===== src/hw/rtl/lfu_pkg.sv =====
package lfu_pkg;

  // Geometry
  localparam int ENTRIES      = 64;
  localparam int ADDRESS_BITS = 12;
  localparam int OFFSET_BITS  = 5;
  localparam int COUNT_BITS   = 16;

  localparam int TAG_BITS  = ADDRESS_BITS - OFFSET_BITS;
  localparam int IDX_BITS  = $clog2(ENTRIES);
  localparam int FILL_BITS = $clog2(ENTRIES + 1);

  localparam logic [ADDRESS_BITS-1:0] LIMIT_RESET = ADDRESS_BITS'(3072);
  localparam logic [COUNT_BITS-1:0]   COUNT_MAX   = {COUNT_BITS{1'b1}};
  localparam logic [OFFSET_BITS-1:0]  OFF_ONES    = {OFFSET_BITS{1'b1}};

  // Register file: one 32-bit register, word index in paddr[2]
  localparam int PADDR_BITS = 3;
  localparam int PDATA_BITS = 32;
  localparam logic REG_ADDRESS_LIMIT = 1'b0;

  typedef enum logic [2:0] {
    ST_IDLE,
    ST_SCAN,
    ST_DRAIN,
    ST_UPDATE,
    ST_HOLD
  } state_t;

  typedef struct packed {
    logic                    accepted;
    logic                    hit;
    logic [IDX_BITS-1:0]     block_index;
    logic [COUNT_BITS-1:0]   block_hits;
    logic [ADDRESS_BITS-1:0] range_low;
    logic [ADDRESS_BITS-1:0] range_high;
  } res_t;

endpackage


===== src/hw/rtl/lfu_if.sv =====
// Request channel: one address word
interface lfu_req_if;
  import lfu_pkg::*;

  logic                    valid;
  logic                    ready;
  logic [ADDRESS_BITS-1:0] address;

  modport source (output valid, output address, input ready);
  modport sink   (input valid, input address, output ready);
endinterface

// Response channel: one lookup result word
interface lfu_rsp_if;
  import lfu_pkg::*;

  logic                    valid;
  logic                    ready;
  logic                    accepted;
  logic                    hit;
  logic [IDX_BITS-1:0]     block_index;
  logic [COUNT_BITS-1:0]   block_hits;
  logic [ADDRESS_BITS-1:0] range_low;
  logic [ADDRESS_BITS-1:0] range_high;

  modport source (output valid, output accepted, output hit, output block_index,
                  output block_hits, output range_low, output range_high,
                  input ready);
  modport sink   (input valid, input accepted, input hit, input block_index,
                  input block_hits, input range_low, input range_high,
                  output ready);
endinterface


===== src/hw/rtl/lfu_fully_associative_cache_tags_unit.sv =====
// Channel  Dir  Words carried                                     Handshake
// req      in   address                                           valid/ready
// rsp      out  accepted, hit, block_index, block_hits,           valid/ready
//               range_low, range_high
// apb      in   address_limit at byte 0                           psel/penable
//
// An accepted address passes through SCAN, DRAIN and UPDATE to the result
// register: the tag and count memories are swept one entry a cycle
// through their single read port. A rejected address goes straight to HOLD.
// One address is in flight at a time; req.ready is high only when idle, so
// a new address is taken only after the last one has left HOLD.
// A finished lookup waits in HOLD, with req.ready low, while the result
// register is full and rsp.ready is low.
// Reset (rst, synchronous) empties the store: the fill count alone marks
// valid entries, so no clearing pass over the memories is needed.
module lfu_fully_associative_cache_tags_unit (
  input  logic                           clk,
  input  logic                           rst,
  lfu_req_if.sink                        req,
  lfu_rsp_if.source                      rsp,
  input  logic                           psel,
  input  logic                           penable,
  input  logic                           pwrite,
  input  logic [lfu_pkg::PADDR_BITS-1:0] paddr,
  input  logic [lfu_pkg::PDATA_BITS-1:0] pwdata,
  output logic [lfu_pkg::PDATA_BITS-1:0] prdata,
  output logic                           pready
);
  import lfu_pkg::*;

  state_t state, state_next;

  logic [ADDRESS_BITS-1:0] address_limit;
  logic [ADDRESS_BITS-1:0] addr_q;
  logic [FILL_BITS-1:0]    fill_count;

  // Memories and their read ports
  logic [TAG_BITS-1:0]   tag_mem [ENTRIES];
  logic [COUNT_BITS-1:0] cnt_mem [ENTRIES];
  logic [TAG_BITS-1:0]   rd_tag;
  logic [COUNT_BITS-1:0] rd_cnt;
  logic [IDX_BITS-1:0]   rd_idx;
  logic                  cmp_valid;
  logic [IDX_BITS-1:0]   cmp_idx;

  // Sweep results
  logic                  found;
  logic [IDX_BITS-1:0]   found_idx;
  logic [COUNT_BITS-1:0] found_cnt;
  logic [IDX_BITS-1:0]   victim_idx;
  logic [COUNT_BITS-1:0] victim_cnt;

  logic                  wr_en;
  logic                  wr_tag_en;
  logic [IDX_BITS-1:0]   wr_idx;
  logic [COUNT_BITS-1:0] wr_cnt;
  logic                  full;

  res_t res, out_q;
  logic out_valid;

  logic req_fire, cfg_write, reject, out_free;
  logic [TAG_BITS-1:0] tag;
  logic entry_live, tag_match;

  assign req_fire  = req.valid && req.ready;
  assign reject    = req.address > address_limit;
  assign tag       = addr_q[ADDRESS_BITS-1:OFFSET_BITS];
  assign full      = fill_count == FILL_BITS'(ENTRIES);
  assign out_free  = !out_valid || rsp.ready;
  assign req.ready = state == ST_IDLE;

  // Config port
  assign pready    = 1'b1;
  assign cfg_write = psel && penable && pwrite && pready;
  assign prdata    = (paddr[2] == REG_ADDRESS_LIMIT) ? PDATA_BITS'(address_limit) : '0;

  always_ff @(posedge clk) begin
    if (rst) begin
      address_limit <= LIMIT_RESET;
    end else if (cfg_write && paddr[2] == REG_ADDRESS_LIMIT) begin
      address_limit <= pwdata[ADDRESS_BITS-1:0];
    end
  end

  // State register
  always_ff @(posedge clk) begin
    if (rst) begin
      state <= ST_IDLE;
    end else begin
      state <= state_next;
    end
  end

  always_comb begin
    state_next = state;
    case (state)
      ST_IDLE: begin
        if (req_fire) state_next = reject ? ST_HOLD : ST_SCAN;
      end
      ST_SCAN: begin
        if (rd_idx == IDX_BITS'(ENTRIES - 1)) state_next = ST_DRAIN;
      end
      ST_DRAIN:  state_next = ST_UPDATE;
      ST_UPDATE: state_next = ST_HOLD;
      ST_HOLD: begin
        if (out_free) state_next = ST_IDLE;
      end
      default: state_next = ST_IDLE;
    endcase
  end

  // Memory read and write; sweep reads never overlap the single write
  always_ff @(posedge clk) begin
    rd_tag <= tag_mem[rd_idx];
    rd_cnt <= cnt_mem[rd_idx];
    if (wr_en) begin
      cnt_mem[wr_idx] <= wr_cnt;
      if (wr_tag_en) tag_mem[wr_idx] <= tag;
    end
  end

  // Sweep address and compare stage tracking
  always_ff @(posedge clk) begin
    if (rst) begin
      rd_idx    <= '0;
      cmp_valid <= 1'b0;
    end else begin
      cmp_valid <= state == ST_SCAN;
      if (state == ST_SCAN) begin
        rd_idx <= rd_idx + 1'b1;
      end else begin
        rd_idx <= '0;
      end
    end
    cmp_idx <= rd_idx;
  end

  // Compare one entry: first live match, and least count (lowest index wins)
  assign entry_live = FILL_BITS'(cmp_idx) < fill_count;
  assign tag_match  = entry_live && rd_tag == tag;

  always_ff @(posedge clk) begin
    if (req_fire) begin
      addr_q <= req.address;
      found  <= 1'b0;
    end else if (cmp_valid) begin
      if (tag_match && !found) begin
        found     <= 1'b1;
        found_idx <= cmp_idx;
        found_cnt <= rd_cnt;
      end
      if (cmp_idx == '0 || rd_cnt < victim_cnt) begin
        victim_idx <= cmp_idx;
        victim_cnt <= rd_cnt;
      end
    end
  end

  // Update: choose entry and new count
  always_comb begin
    wr_en     = state == ST_UPDATE;
    wr_tag_en = !found;
    if (found) begin
      wr_idx = found_idx;
      wr_cnt = (found_cnt == COUNT_MAX) ? found_cnt : found_cnt + 1'b1;
    end else if (!full) begin
      wr_idx = fill_count[IDX_BITS-1:0];
      wr_cnt = '0;
    end else begin
      wr_idx = victim_idx;
      wr_cnt = '0;
    end
  end

  always_ff @(posedge clk) begin
    if (rst) begin
      fill_count <= '0;
    end else if (state == ST_UPDATE && !found && !full) begin
      fill_count <= fill_count + 1'b1;
    end
  end

  // Pending result
  always_ff @(posedge clk) begin
    if (state == ST_IDLE && req_fire && reject) begin
      res <= '0;
    end else if (state == ST_UPDATE) begin
      res.accepted    <= 1'b1;
      res.hit         <= found;
      res.block_index <= wr_idx;
      res.block_hits  <= wr_cnt;
      res.range_low   <= {tag, {OFFSET_BITS{1'b0}}};
      res.range_high  <= {tag, OFF_ONES};
    end
  end

  // Output register
  always_ff @(posedge clk) begin
    if (rst) begin
      out_valid <= 1'b0;
    end else if (state == ST_HOLD && out_free) begin
      out_valid <= 1'b1;
    end else if (rsp.ready) begin
      out_valid <= 1'b0;
    end
    if (state == ST_HOLD && out_free) out_q <= res;
  end

  assign rsp.valid       = out_valid;
  assign rsp.accepted    = out_q.accepted;
  assign rsp.hit         = out_q.hit;
  assign rsp.block_index = out_q.block_index;
  assign rsp.block_hits  = out_q.block_hits;
  assign rsp.range_low   = out_q.range_low;
  assign rsp.range_high  = out_q.range_high;

endmodule


===== src/flat_wrapper.sv =====
// flat-port wrapper written by rule: the top's interface ports become plain ports
module lfu_fully_associative_cache_tags_unit_flat import lfu_pkg::*;
  (clk, rst, psel, penable, pwrite, paddr, pwdata, prdata, pready, req_valid, req_address, req_ready, rsp_valid, rsp_accepted, rsp_hit, rsp_block_index, rsp_block_hits, rsp_range_low, rsp_range_high, rsp_ready);
  lfu_req_if req_i ();
  lfu_rsp_if rsp_i ();
  input  logic clk;
  input  logic rst;
  input  logic psel;
  input  logic penable;
  input  logic pwrite;
  input  logic [lfu_pkg::PADDR_BITS-1:0] paddr;
  input  logic [lfu_pkg::PDATA_BITS-1:0] pwdata;
  output logic [lfu_pkg::PDATA_BITS-1:0] prdata;
  output logic pready;
  input wire logic [$bits(req_i.valid)-1:0] req_valid;
  input wire logic [$bits(req_i.address)-1:0] req_address;
  output wire logic [$bits(req_i.ready)-1:0] req_ready;
  output wire logic [$bits(rsp_i.valid)-1:0] rsp_valid;
  output wire logic [$bits(rsp_i.accepted)-1:0] rsp_accepted;
  output wire logic [$bits(rsp_i.hit)-1:0] rsp_hit;
  output wire logic [$bits(rsp_i.block_index)-1:0] rsp_block_index;
  output wire logic [$bits(rsp_i.block_hits)-1:0] rsp_block_hits;
  output wire logic [$bits(rsp_i.range_low)-1:0] rsp_range_low;
  output wire logic [$bits(rsp_i.range_high)-1:0] rsp_range_high;
  input wire logic [$bits(rsp_i.ready)-1:0] rsp_ready;
  assign req_i.valid = req_valid;
  assign req_i.address = req_address;
  assign req_ready = req_i.ready;
  assign rsp_valid = rsp_i.valid;
  assign rsp_accepted = rsp_i.accepted;
  assign rsp_hit = rsp_i.hit;
  assign rsp_block_index = rsp_i.block_index;
  assign rsp_block_hits = rsp_i.block_hits;
  assign rsp_range_low = rsp_i.range_low;
  assign rsp_range_high = rsp_i.range_high;
  assign rsp_i.ready = rsp_ready;
  lfu_fully_associative_cache_tags_unit u_core (.clk(clk), .rst(rst), .req(req_i), .rsp(rsp_i), .psel(psel), .penable(penable), .pwrite(pwrite), .paddr(paddr), .pwdata(pwdata), .prdata(prdata), .pready(pready));
endmodule

===== config.mk =====
export PLATFORM = sky130hd
export DESIGN_NAME = lfu_fully_associative_cache_tags_unit_flat
export DESIGN_NICKNAME = d
export VERILOG_FILES = /design/src/hw/rtl/lfu_pkg.sv /design/src/hw/rtl/lfu_if.sv /design/src/hw/rtl/lfu_fully_associative_cache_tags_unit.sv /design/src/flat_wrapper.sv
export SDC_FILE = /design/constraint.sdc
export NUM_CORES = 2
export LEC_CHECK = 0
export BUFFER_PORTS_ARGS = -buffer_cell sky130_fd_sc_hd__buf_4
export CORE_UTILIZATION = 45
export DETAILED_ROUTE_END_ITERATION = 10
export SETUP_SLACK_MARGIN = 0.4
export SYNTH_ARGS = -nofsm -noshare
export SYNTH_HDL_FRONTEND = slang
export SYNTH_SLANG_ARGS = --single-unit

===== constraint.sdc =====
create_clock -name clk -period 6.5 [get_ports clk]
set_input_delay 0.975 -clock clk [delete_from_list [all_inputs] [get_ports clk]]
set_output_delay 0.975 -clock clk [all_outputs]
set_load 0.01 [all_outputs]

==> flow_metrics.env <==
export IMPL_post_dp_hpwl_mm=87.4
export IMPL_switching_share=0.209
export IMPL_cp_start_kind="flip-flop"
export IMPL_rsz0062_at_grt="no"
export IMPL_p_comb_frac=0.031
export IMPL_p_leak_uw=0.0223
export IMPL_ff2ff_path_depth=8
export IMPL_required_ns=6.91
export IMPL_die_w_um=378
export IMPL_antenna_found_initial=4
export IMPL_track_usage=0.212
export IMPL_mappedNetlistArea_um2=63600
export IMPL_maxSlewViolCount=0
export IMPL_cellInternalPower_uw=17100
export IMPL_whs_path_depth=1
export IMPL_layout_nets=3550
export IMPL_synth_seq_area_share=0.762
export IMPL_hold_end="u_core.addr_q[6]$_DFFE_PP_"
export IMPL_cts_sinks=1645
export IMPL_tightest_slew_ns=1.19
export IMPL_hold_viol_final=0
export IMPL_drtIter0Drc=3044
export IMPL_area_growth_pct=13.5
export IMPL_first_pass_iters=5
export IMPL_reg2reg_from="u_core.fill_count[0]$_SDFFE_PP0P_"
export IMPL_max_slew_margin_rel=0.210
export IMPL_gp_congestion=0.814
export IMPL_reg2reg_slack_ns=2.10
export IMPL_status="finished, final reports clean"
export IMPL_placed_area_um2=66800
export IMPL_setup_ws_ns=2.10
export IMPL_overflow=0
export IMPL_cp_startpoint="u_core.fill_count[0]$_SDFFE_PP0P_"
export IMPL_die_h_um=378
export IMPL_yosys_area_top_type_share=0.734
export IMPL_cts_tree="yes"
export IMPL_clk_path_buf_depth=3
export IMPL_p_clk_frac=0.434
export IMPL_dieArea_um2=143000
export IMPL_place_ws_ns=2.19
export IMPL_htree_levels=4
export IMPL_dp_cells=5166
export IMPL_yosys_top_cells_area="edfxtp_1 (73%), mux4_2 (11%), dfxtp_1 (2.9%), mux2i_1 (2.1%), nor2_1 (1.2%)"
export IMPL_wirelength_mm=150
export IMPL_fin_crit_ns=4.40
export IMPL_wl_per_cell_um=27.4
export IMPL_core_um2=140000
export IMPL_drv_cap=0
export IMPL_end_kind="flip-flop"
export IMPL_async_flop_share=0
export IMPL_initial_utilization=0.455
export IMPL_cts_root_buf="clkbuf_16"
export IMPL_ys_flop_type="edfxtp_1"
export IMPL_stdcell_count=5474
export IMPL_grt_pass1_vias=31100
export IMPL_synth_top_cell_by_area="edfxtp_1"
export IMPL_synth_warnings=0
export IMPL_finClkSkew_ns=0.0431
export IMPL_std_cell_rows=137
export IMPL_postRouteAntennaNets=0
export IMPL_post_cts_buffers=0
export IMPL_crit_type="flip-flop to flip-flop"
export IMPL_hold_buffers=0
export IMPL_synth_edf_count=1554
export IMPL_cp_arrival_ns=4.82
export IMPL_synth_area_per_cell_um2=19.5
export IMPL_powerDensity_nw_per_um2=300
export IMPL_syn_inst=3269
export IMPL_postCtsResizedCells=0
export IMPL_path_clk_slew_ns=0.06
export IMPL_cts_made_buffers=168
export IMPL_path_max_fanout=16
export IMPL_drc=0
export IMPL_ys_types=60
export IMPL_portBuffers=88
export IMPL_vias_per_cell=5.79
export IMPL_finalCritPeriodShare=0.678
export IMPL_grt_max_degree=115
export IMPL_boundaryPins=137
export IMPL_p_seq_frac=0.535
export IMPL_p_sw_uw=4510
export IMPL_fmax_mhz=227
export IMPL_final_area_um2=72200
export IMPL_synth_seq_cells=1645
export IMPL_synth_commonest_cells="edfxtp_1 (1554), mux4_2 (312), nor2_1 (200)"
export IMPL_min_from="req_address[6]"
export IMPL_r2r_end="u_core.cnt_mem[40][5]$_DFFE_PP_"
export IMPL_peakVddDrop_mv=0.256
export IMPL_vias=31700
export IMPL_drive_gt1_frac=0.221
export IMPL_setup_viol_count_final=0
export IMPL_finalSetupTns_ns=0
export IMPL_grt_first_pass_wirelength_mm=218
export IMPL_insertion_delay_ns=0.81
export IMPL_hold_class="input pin to flip-flop"
export IMPL_synth_most_common_cell="edfxtp_1"
-- layout by cell type, fill, tap and decap left out, types with 13 or more instances in the layout --
cell type  instances
a211o_1           13
a211oi_1          18
a21oi_1           99
a221oi_1          22
a22o_1            22
a22oi_1           67
a31oi_1           21
and3_1            15
buf_4            196
clkbuf_1          47
clkbuf_16        170
clkinv_1          28
clkinv_2          21
conb_1            26
dfxtp_1           87
edfxtp_1        1554
ha_1              36
inv_1             39
mux2i_1          133
mux4_2           312
nand2_1          126
nand3_1           55
nor2_1           182
nor2b_1           23
o211ai_1          13
o221ai_1          23
xnor2_1           17
-- power by group through the flow --
stage,combinational (uW),clock (uW),sequential (uW)
6_report,668,9380,11600
5_1_grt,726,9960,11600
4_1_cts,683,9570,11600
3_5_place_dp,682,0,11800
3_3_place_gp,675,0,11800
2_1_floorplan,454,0,11800
-- area by class of cell --
class,instances,area (um2)
diodes,3,7.51
clock buffers,221,4490
clock inverters,84,886
fillers,11100,67700
inverters,40,150
multi-input cells,1402,14200
flip-flops and latches,1645,48500
well taps,1876,2350
repair buffers,203,1610
-- worst max-delay path, cell delays in order (launching register included) --
cell and delay (ns):
dfxtp_1 0.36, inv_1 0.10, ha_1 0.18, nor2b_1 0.46, a31o_2 0.27, mux2i_1 0.31, nor2_1 0.89, nand2_1 0.50
nor2_2 0.95
-- metal layers --
layer	wire, um	global-route usage
met1	65400	0.308
met3	10700	0.0406
met5	13	0
met4	3380	0.0561
met2	70700	0.328
-- worst max path at each step --
stage	depth (start not counted)	slack, ns	endpoint
3_5_place_dp	8	2.19	u_core.cnt_mem[59][13]$_DFFE_PP_
3_3_place_gp	8	2.24	u_core.cnt_mem[40][15]$_DFFE_PP_
2_1_floorplan	6	1.85	u_core.cnt_mem[0][15]$_DFFE_PP_
5_1_grt	8	2.00	u_core.cnt_mem[59][3]$_DFFE_PP_
4_1_cts	8	2.16	u_core.cnt_mem[59][5]$_DFFE_PP_
6_report	8	2.10	u_core.cnt_mem[40][5]$_DFFE_PP_
-- cells by family (layout without fill, tap and decap cells) --
kind of cell | Yosys count | after routing | synth area share
multiplexers | 445 | 445 | 0.131
AO/OA/AOI/OAI | 372 | 372 | 0.0410
flip-flops | 1645 | 1645 | 0.762
buffers and inverters | 246 | 548 | 0.0189
AND/OR/NAND/NOR | 496 | 496 | 0.0355
adder cells (fa/ha/maj) | 36 | 36 | 0.00708
other | 2 | 29 | 0.000118
XOR/XNOR | 27 | 27 | 0.00372
-- sequential cells by signal (all words and copies together) (netlist names), 3 cells and up --
name                    count
u_core.cnt_mem           1024
u_core.tag_mem            448
u_core.res                 31
u_core.found_cnt           16
u_core.rd_cnt              16
u_core.rsp.block_hits      16
u_core.victim_cnt          16
u_core.address_limit       12
u_core.rsp.range_high       8
u_core.addr_q               7
u_core.fill_count           7
u_core.rd_tag               7
u_core.cmp_idx              6
u_core.found_idx            6
u_core.rd_idx               6
u_core.rsp.block_index      6
u_core.victim_idx           6
u_core.state                3
-- through the flow --
stage               hold slack [ns]  total power [uW]   util
global route                  0.326             22300  0.516
detailed placement            0.417             12500  0.478
global placement              0.416             12500  0.478
finish                        0.367             21600  0.516
floorplan                     0.329             12300      -
CTS                           0.302             21800  0.516
Note: power is estimated with default switching activity, not from simulation.
